### src/sv/lpe_pkg.sv
// LED pattern engine package: pattern codes, command codes, register indexes,
// reset values and the item and result payload types.
// No dependencies.
package lpe_pkg;

	localparam int TIME_BITS_DEF = 32;
	localparam int NOW_W         = 32;
	localparam int PERIOD_W      = 16;

	typedef enum logic [2:0] {
		PAT_OFF  = 3'd0,
		PAT_ON   = 3'd1,
		PAT_SLOW = 3'd2,
		PAT_FAST = 3'd3,
		PAT_BEAT = 3'd4
	} pattern_t;

	typedef enum logic {
		CMD_UPDATE = 1'b0,
		CMD_CHANGE = 1'b1
	} cmd_t;

	typedef enum logic [1:0] {
		REG_SLOW_PERIOD = 2'd0,
		REG_FAST_PERIOD = 2'd1,
		REG_BEAT_SHORT  = 2'd2,
		REG_BEAT_PAUSE  = 2'd3
	} reg_index_t;

	localparam logic [PERIOD_W-1:0] SLOW_PERIOD_RST = 16'd500;
	localparam logic [PERIOD_W-1:0] FAST_PERIOD_RST = 16'd100;
	localparam logic [PERIOD_W-1:0] BEAT_SHORT_RST  = 16'd100;
	localparam logic [PERIOD_W-1:0] BEAT_PAUSE_RST  = 16'd600;

	localparam logic [1:0] PHASE_PAUSE = 2'd3;

	typedef struct packed {
		logic             cmd;
		logic [2:0]       pattern;
		logic [NOW_W-1:0] now_ms;
	} item_t;

	typedef struct packed {
		logic       led_lit;
		logic [2:0] active_pattern;
		logic [1:0] beat_phase;
	} result_t;

endpackage

### src/sv/lpe_if.sv
// Stream interfaces for the LED pattern engine: item channel and result channel.
// Depends on lpe_pkg.
interface lpe_item_if;
	import lpe_pkg::*;
	logic  valid;
	logic  ready;
	item_t data;
	modport source (output valid, output data, input ready);
	modport sink (input valid, input data, output ready);
endinterface

interface lpe_result_if;
	import lpe_pkg::*;
	logic    valid;
	logic    ready;
	result_t data;
	modport source (output valid, output data, input ready);
	modport sink (input valid, input data, output ready);
endinterface

### src/sv/led_pattern_engine.sv
// LED pattern engine top level: input register, next-state logic, result register.
// Depends on lpe_pkg and the stream interfaces in lpe_if.sv.
//
//   channel   | dir | handshake        | payload
//   ----------+-----+------------------+-------------------------------------
//   items     | in  | valid / ready    | cmd, pattern, now_ms
//   results   | out | valid / ready    | led_lit, active_pattern, beat_phase
//   cfg       | in  | cfg_we only      | cfg_index (2b), cfg_wdata (16b)
//
// The input register takes the item at its transfer; the update logic then loads
// the result register, which drives results.valid, as soon as the result slot is
// free or leaving. One item per cycle sustained while results.ready stays high;
// the only path is one TIME_BITS subtract and compare. Reset clears mode, phase,
// LED and timer and loads the period defaults; no sweep. A stalled result holds
// the result register; the input register still drains into it on the same edge
// the result transfers, so no bubble under ready.
module led_pattern_engine #(
	parameter int TIME_BITS = lpe_pkg::TIME_BITS_DEF
) (
	input  logic                          clk,
	input  logic                          arst_n,
	lpe_item_if.sink                      items,
	lpe_result_if.source                  results,
	input  logic                          cfg_we,
	input  logic [1:0]                    cfg_index,
	input  logic [lpe_pkg::PERIOD_W-1:0]  cfg_wdata
);
	import lpe_pkg::*;

	// period registers
	logic [PERIOD_W-1:0] slow_period_q, fast_period_q, beat_short_q, beat_pause_q;

	// input stage
	logic  s1_valid;
	item_t s1_item;

	// engine state
	pattern_t             mode_q;
	logic [TIME_BITS-1:0] last_toggle_q;
	logic                 lit_q;
	logic [1:0]           phase_q;

	// result stage
	logic    res_valid_q;
	result_t res_q;

	// next-state terms
	pattern_t             mode_d;
	logic [TIME_BITS-1:0] last_toggle_d;
	logic                 lit_d;
	logic [1:0]           phase_d;
	logic [TIME_BITS-1:0] now_t;
	logic [TIME_BITS-1:0] elapsed;
	logic [PERIOD_W-1:0]  period;
	logic                 expired;
	logic [1:0]           phase_inc;
	logic                 advance;

	// s1 moves into the result register when the result slot is free or leaving
	assign advance       = s1_valid && (!res_valid_q || results.ready);
	assign items.ready   = !s1_valid || advance;
	assign results.valid = res_valid_q;
	assign results.data  = res_q;

	always_ff @(posedge clk or negedge arst_n) begin
		if (!arst_n) begin
			slow_period_q <= SLOW_PERIOD_RST;
			fast_period_q <= FAST_PERIOD_RST;
			beat_short_q  <= BEAT_SHORT_RST;
			beat_pause_q  <= BEAT_PAUSE_RST;
		end else if (cfg_we) begin
			unique case (reg_index_t'(cfg_index))
				REG_SLOW_PERIOD: slow_period_q <= cfg_wdata;
				REG_FAST_PERIOD: fast_period_q <= cfg_wdata;
				REG_BEAT_SHORT:  beat_short_q  <= cfg_wdata;
				REG_BEAT_PAUSE:  beat_pause_q  <= cfg_wdata;
				default: ;
			endcase
		end
	end

	always_ff @(posedge clk or negedge arst_n) begin
		if (!arst_n) begin
			s1_valid <= 1'b0;
		end else if (items.ready) begin
			s1_valid <= items.valid;
		end
	end

	always_ff @(posedge clk) begin
		if (items.valid && items.ready) begin
			s1_item <= items.data;
		end
	end

	// timestamp taken modulo 2^TIME_BITS; elapsed wraps the same way
	assign now_t   = TIME_BITS'(s1_item.now_ms);
	assign elapsed = now_t - last_toggle_q;

	always_comb begin
		case (mode_q)
			PAT_SLOW: period = slow_period_q;
			PAT_FAST: period = fast_period_q;
			default:  period = (phase_q == PHASE_PAUSE) ? beat_pause_q : beat_short_q;
		endcase
	end

	assign expired   = elapsed >= TIME_BITS'(period);
	assign phase_inc = phase_q + 2'd1;

	always_comb begin
		mode_d        = mode_q;
		last_toggle_d = last_toggle_q;
		lit_d         = lit_q;
		phase_d       = phase_q;
		if (cmd_t'(s1_item.cmd) == CMD_CHANGE) begin
			// undefined codes and a repeat of the current pattern change nothing
			if (s1_item.pattern <= PAT_BEAT && s1_item.pattern != mode_q) begin
				mode_d        = pattern_t'(s1_item.pattern);
				last_toggle_d = now_t;
				phase_d       = 2'd0;
				lit_d         = (s1_item.pattern == PAT_ON);
			end
		end else begin
			case (mode_q)
				PAT_SLOW, PAT_FAST: begin
					if (expired) begin
						lit_d         = !lit_q;
						last_toggle_d = now_t;
					end
				end
				PAT_BEAT: begin
					// even phases lit, odd phases dark
					if (expired) begin
						phase_d       = phase_inc;
						lit_d         = !phase_inc[0];
						last_toggle_d = now_t;
					end
				end
				default: ;
			endcase
		end
	end

	always_ff @(posedge clk or negedge arst_n) begin
		if (!arst_n) begin
			mode_q        <= PAT_OFF;
			last_toggle_q <= '0;
			lit_q         <= 1'b0;
			phase_q       <= 2'd0;
			res_valid_q   <= 1'b0;
		end else begin
			if (advance) begin
				mode_q        <= mode_d;
				last_toggle_q <= last_toggle_d;
				lit_q         <= lit_d;
				phase_q       <= phase_d;
				res_valid_q   <= 1'b1;
			end else if (results.ready) begin
				res_valid_q   <= 1'b0;
			end
		end
	end

	always_ff @(posedge clk) begin
		if (advance) begin
			res_q.led_lit        <= lit_d;
			res_q.active_pattern <= mode_d;
			res_q.beat_phase     <= phase_d;
		end
	end

endmodule

### src/flat_wrapper.sv
// flat-port wrapper written by rule: the top's interface ports become plain ports
module led_pattern_engine_flat import lpe_pkg::*;
#(
	parameter int TIME_BITS = lpe_pkg::TIME_BITS_DEF
)
  (clk, arst_n, cfg_we, cfg_index, cfg_wdata, items_valid, items_data, items_ready, results_valid, results_data, results_ready);
  lpe_item_if items_i ();
  lpe_result_if results_i ();
  input  logic clk;
  input  logic arst_n;
  input  logic cfg_we;
  input  logic [1:0] cfg_index;
  input  logic [lpe_pkg::PERIOD_W-1:0] cfg_wdata;
  input wire logic [$bits(items_i.valid)-1:0] items_valid;
  input wire logic [$bits(items_i.data)-1:0] items_data;
  output wire logic [$bits(items_i.ready)-1:0] items_ready;
  output wire logic [$bits(results_i.valid)-1:0] results_valid;
  output wire logic [$bits(results_i.data)-1:0] results_data;
  input wire logic [$bits(results_i.ready)-1:0] results_ready;
  assign items_i.valid = items_valid;
  assign items_i.data = items_data;
  assign items_ready = items_i.ready;
  assign results_valid = results_i.valid;
  assign results_data = results_i.data;
  assign results_i.ready = results_ready;
  led_pattern_engine #(.TIME_BITS(TIME_BITS)) u_core (.clk(clk), .arst_n(arst_n), .items(items_i), .results(results_i), .cfg_we(cfg_we), .cfg_index(cfg_index), .cfg_wdata(cfg_wdata));
endmodule
### config.mk
export PLATFORM = sky130hd
export DESIGN_NAME = led_pattern_engine_flat
export DESIGN_NICKNAME = d
export VERILOG_FILES = /design/src/sv/lpe_pkg.sv /design/src/sv/lpe_if.sv /design/src/sv/led_pattern_engine.sv /design/src/flat_wrapper.sv
export SDC_FILE = /design/constraint.sdc
export NUM_CORES = 1
export LEC_CHECK = 0
export BUFFER_PORTS_ARGS = -buffer_cell sky130_fd_sc_hd__buf_2
export CELL_PAD_IN_SITES_DETAIL_PLACEMENT = 0
export CELL_PAD_IN_SITES_GLOBAL_PLACEMENT = 2
export CORE_MARGIN = 1.5
export CORE_UTILIZATION = 43
export DETAILED_ROUTE_END_ITERATION = 12
export GPL_TIMING_DRIVEN = 0
export PLACE_DENSITY_LB_ADDON = 0.1
export SKIP_LAST_GASP = 1
export SLEW_MARGIN = 20
export SYNTH_ARGS = -nofsm -noshare
export SYNTH_HDL_FRONTEND = slang
export SYNTH_SLANG_ARGS = --single-unit
### constraint.sdc
create_clock -name clk -period 8 [get_ports clk]
set_input_delay 0.8 -clock clk [delete_from_list [all_inputs] [get_ports clk]]
set_output_delay 0.8 -clock clk [all_outputs]
set_load 0.05 [all_outputs]
==> summary by stage <==
STA
The final critical-path setup slack is 2649 ps. Setup violations remaining at the end of the flow were counted as 0. The max-slew violation count is 0. The final sum of negative setup slack is 0 ps. The headroom to the max-slew limit is 39.82%. Setup repair after global routing left no endpoint under its margin. The clock arrives with 17.10 ps of skew. Derived from the worst setup path, the maximum achievable clock frequency is 186.9 MHz.

The fraction of the cycle the final worst path needs is 66.89%. The count of final hold-check violations is 0. The clock period could shrink to 5351 ps. The pin slew with the least headroom to its limit is approximately 900 ps.

Floorplanning
The core box area is 0.02109 mm2. The starting utilization of the core area is 43.91%. The die area is roughly 0.022 mm2. From left edge to right edge, the die measures roughly 150 um. The number of rows in the core area is 53. The die is 149.7 um tall. 67 I/O pins were placed.

Global route
The initial antenna violation count came to 0. The first-pass GRT wire length is between 30000 and 40000 um. Across every metal layer, demand over resource in global routing totals between 20% and 30%. Entering global routing, the biggest net connects 75 pins. The via count of the first global-routing pass was 6978. The total global routing overflow is 0.

Clock network
The clock input transition at the sequential cells of the worst setup and hold paths is approximately 70 ps. The number of post-CTS setup repair buffers is 0. The number of hold buffers added after CTS was 0. The source-to-sink clock delay at the later pin of the worst-skew pair is 440 ps. The count of cells resized by post-cts repair is 0.

The H-tree depth reported by CTS is 4. The longest clock path from root to sink contains 2 buffers. Buffers inserted during clock tree synthesis total 17. The library cell used as clock root buffer is sky130_fd_sc_hd__clkbuf_16. CTS saw around 150 sinks.

The TritonCTS clock tree is done.

Logic synthesis
Yosys attributes the largest share of cell area to sky130_fd_sc_hd__dfrtp_1 (24%), sky130_fd_sc_hd__edfxtp_1 (14%), sky130_fd_sc_hd__mux2_2 (10%), sky130_fd_sc_hd__ha_1 (6.5%), sky130_fd_sc_hd__dfstp_2 (4.5%). Counting instances in the post-synthesis netlist gives the leading cell types as sky130_fd_sc_hd__dfrtp_1 (88), sky130_fd_sc_hd__nand2_1 (87), sky130_fd_sc_hd__mux2_2 (83). The leading cell type by number of instances after synthesis is sky130_fd_sc_hd__dfrtp_1. The number of nets in the synthesized netlist is 1036.

The most used flip-flop cell after synthesis is sky130_fd_sc_hd__dfrtp_1. Averaged over all synthesized cells, the footprint is between 9 and 10 um2. The share of Yosys cell area claimed by the top area cell type is 23.78%. For this run, the number of Yosys warnings is 0.

For this run, asynchronously set or reset flops after synthesis account for a little under three quarters. The biggest area consumer among synthesized cells is sky130_fd_sc_hd__dfrtp_1. The cell area after technology mapping is 0.009259 mm2.

Synthesis handed over a netlist of 928 instances. Summing the sequential cell areas from Yosys gives 41.95% of the chip area. Counting flops with a built-in enable in the synthesized netlist gives 42. The number of library cell types mapped by synthesis is 74.

Counting flops and latches in the post-synthesis netlist gives 146.

Finish
The number of inserted diodes is 0. The layout has 2038 filler cells. The finished cells cover 0.01060 mm2. Summing all multi-input logic gate instances after layout gives between 0.004 and 0.005 mm2.

Compared with the post-synthesis result, the final layout area differs by 14.43%. For this run, the share of the core covered by cells in the final layout is between 50% and 60%. The fraction of final layout cells sized beyond drive strength 1 is 24.51%. The layout net count is 1123. Registers take between 0.003 and 0.004 mm2.

Critical path
Data arrives at the worst endpoint at 5710 ps. The critical path launch point type is a flip-flop. The critical-path cell with the highest stage delay is sky130_fd_sc_hd__buf_1. Grouping stages by cell kind, the critical path spends the most delay in buffers and inverters. The startpoint-to-endpoint class of the critical path is reg -> reg. The count of buffer and inverter cells on the critical path is 5.

STA classifies the critical path endpoint as a flip-flop. At the worst endpoint, the required time is 8360 ps. The signal on the critical path passes through ha_1, clkbuf_1, buf_1, mux2i_1, nand2_1, o21ai_0, ha_1, a21o_1, a21oi_1, o21ai_0, a211oi_1, nand4_1, or4b_1, nor4_2, and4b_1, buf_6, buf_12, buf_6, o211ai_1, nand3_1. The maximum fanout along the worst path is 10.

On the worst path, the slowest cell contributes a delay of around 740 ps.

Place
The count of buffers added on input and output ports is 66. The placed instances occupy a cell area of 0.009996 mm2. The final weighted congestion in routability-driven placement is around 0.8. The estimated wirelength of the detail-placed design is 17230 um. The setup slack after placement is 2633 ps.

Power
Power spread over the standard cell area amounts to 368.9 mW/mm2. The maximum VDD drop is 180.3 uV. Overall power consumption after layout is estimated at 3.909 mW. Summed over all cells, the static leakage comes to 4.488 nW.

Detailed routing
Dividing the detail-routed via count by the number of cells gives 5.512. The count of routing violations after the opening detailed-route iteration is 416. The remaining routing DRC violations is 0. The total routed wirelength is approximately 24000 um. The routed layout has 7182 vias.

Dividing the detail-routed wire length by the instance count gives around 18 um. The count of TritonRoute iterations in the first routing pass is 5. The number of nets with antenna violations after routing is 0.

Flow run
The max-cap violation count is 0.

Outcome
The flow ran to the end, and the final reports show no timing, DRC or antenna violations.

Min path
The min-delay analysis places its worst path in the category in -> async.
==> per-stage QoR <==
| stage | hold slack (ps) | cells |
|---|---|---|
| floorplan | 456.9 | 928 |
| global placement | 480.8 | 1269 |
| detailed placement | 487.3 | 1271 |
| CTS | 251.6 | 1303 |
| global route | 265.6 | 1303 |
| finish | 253.6 | 1303 |
==> worst paths after layout <==
path                                           from                       end  slack [ps]  cells past startpoint
min in group clk           u_core.fast_period_q[15]  u_core.fast_period_q[15]         500                      1
min                                          arst_n  u_core.last_toggle_q[21]         250                      1
min reg2reg                u_core.fast_period_q[15]  u_core.fast_period_q[15]         500                      1
max                               u_core.phase_q[0]  u_core.last_toggle_q[27]        2650                     20
max in group asynchronous                    arst_n    u_core.beat_pause_q[9]        7030                      2
max reg2reg                       u_core.phase_q[0]  u_core.last_toggle_q[27]        2650                     20
==> cells in the final DEF, fill, tap and decap left out, types with 4 or more instances in the layout <==
cell                        instances
sky130_fd_sc_hd__dfrtp_1           88
sky130_fd_sc_hd__nand2_1           87
sky130_fd_sc_hd__mux2_2            83
sky130_fd_sc_hd__buf_2             74
sky130_fd_sc_hd__a21oi_1           71
sky130_fd_sc_hd__nor2_1            62
sky130_fd_sc_hd__nand3_1           49
sky130_fd_sc_hd__ha_1              48
sky130_fd_sc_hd__inv_1             42
sky130_fd_sc_hd__edfxtp_1          42
sky130_fd_sc_hd__o21ai_0           34
sky130_fd_sc_hd__clkbuf_1          32
sky130_fd_sc_hd__or3_1             31
sky130_fd_sc_hd__o211ai_2          20
sky130_fd_sc_hd__mux2i_1           18
sky130_fd_sc_hd__xnor2_1           18
sky130_fd_sc_hd__clkbuf_16         17
sky130_fd_sc_hd__o211ai_1          16
sky130_fd_sc_hd__dfstp_2           16
sky130_fd_sc_hd__nand4_1           12
sky130_fd_sc_hd__a21o_1            12
sky130_fd_sc_hd__nor2b_1            9
sky130_fd_sc_hd__o21ai_1            9
sky130_fd_sc_hd__a211oi_1           9
sky130_fd_sc_hd__o21a_1             9
sky130_fd_sc_hd__nor3_1             8
sky130_fd_sc_hd__nand2b_1           8
sky130_fd_sc_hd__xor2_1             7
sky130_fd_sc_hd__inv_8              6
sky130_fd_sc_hd__a31oi_1            5
sky130_fd_sc_hd__buf_1              5
sky130_fd_sc_hd__inv_6              5
sky130_fd_sc_hd__buf_6              4
sky130_fd_sc_hd__nand3b_1           4
==> cell families (layout without fill, tap and decap cells) <==
kind of cell / count (synthesis) / in the layout / synth area share [%]
and+or+nand+nor: 292 / 292 / 15.61
AOI/OAI and AO/OA: 217 / 217 / 16.34
DFF: 146 / 146 / 41.95
muxes: 103 / 103 / 12.32
buffers and inverters: 96 / 196 / 4.716
adders and majority gates: 49 / 49 / 6.703
xor gates and xnor gates: 25 / 25 / 2.365
==> power by group <==
part | internal [mW] | switching (mW) | total (mW)
Clock | 0.424 | 0.396 | 0.820
Sequential | 0.961 | 0.133 | 1.09
Combinational | 0.831 | 1.16 | 1.99
Total | 2.22 | 1.69 | 3.91
==> layer usage <==
| layer | part of all wire (%) | GRT usage, % |
|---|---|---|
| met4 | 0.95 | 5.392 |
| met1 | 50 | 32.63 |
| met3 | 3.7 | 3.384 |
| met2 | 45 | 34.10 |
| met5 | 0 | 0 |
==> flip-flops by register name, summed over array words and instances, names as in the netlist <==
signal and count:
u_core.s1_item 4, u_core.phase_q 2, u_core.beat_pause_q 16, u_core.results.data 6, u_core.results.valid 1, u_core.fast_period_q 16
u_core.beat_short_q 16, u_core.last_toggle_q 32, u_core.now_t 32, u_core.slow_period_q 16, u_core.mode_q 3, u_core.s1_valid 1
u_core.lit_q 1
==> layout make-up <==
cell class,instances,area share (%)
Inverter,43,1.523
Clock buffer,17,4.015
Buffer,53,2.598
Clock inverter,15,1.594
Timing Repair Buffer,68,3.696
Sequential cell,146,36.66
Tap cell,275,3.248
Multi-Input combinational cell,686,46.67
==> worst reg2reg max path, delay by kind of cell (launching register included) <==
| family | cells | cell delay, ps |
|---|---|---|
| simple gates | 6 | 1240 |
| fa+ha+maj | 2 | 500 |
| mux | 1 | 320 |
| buf+inv | 5 | 1730 |
| compound gates | 6 | 1080 |
| flops | 1 | 430 |
No activity file was read; power rests on OpenSTA's default activity.
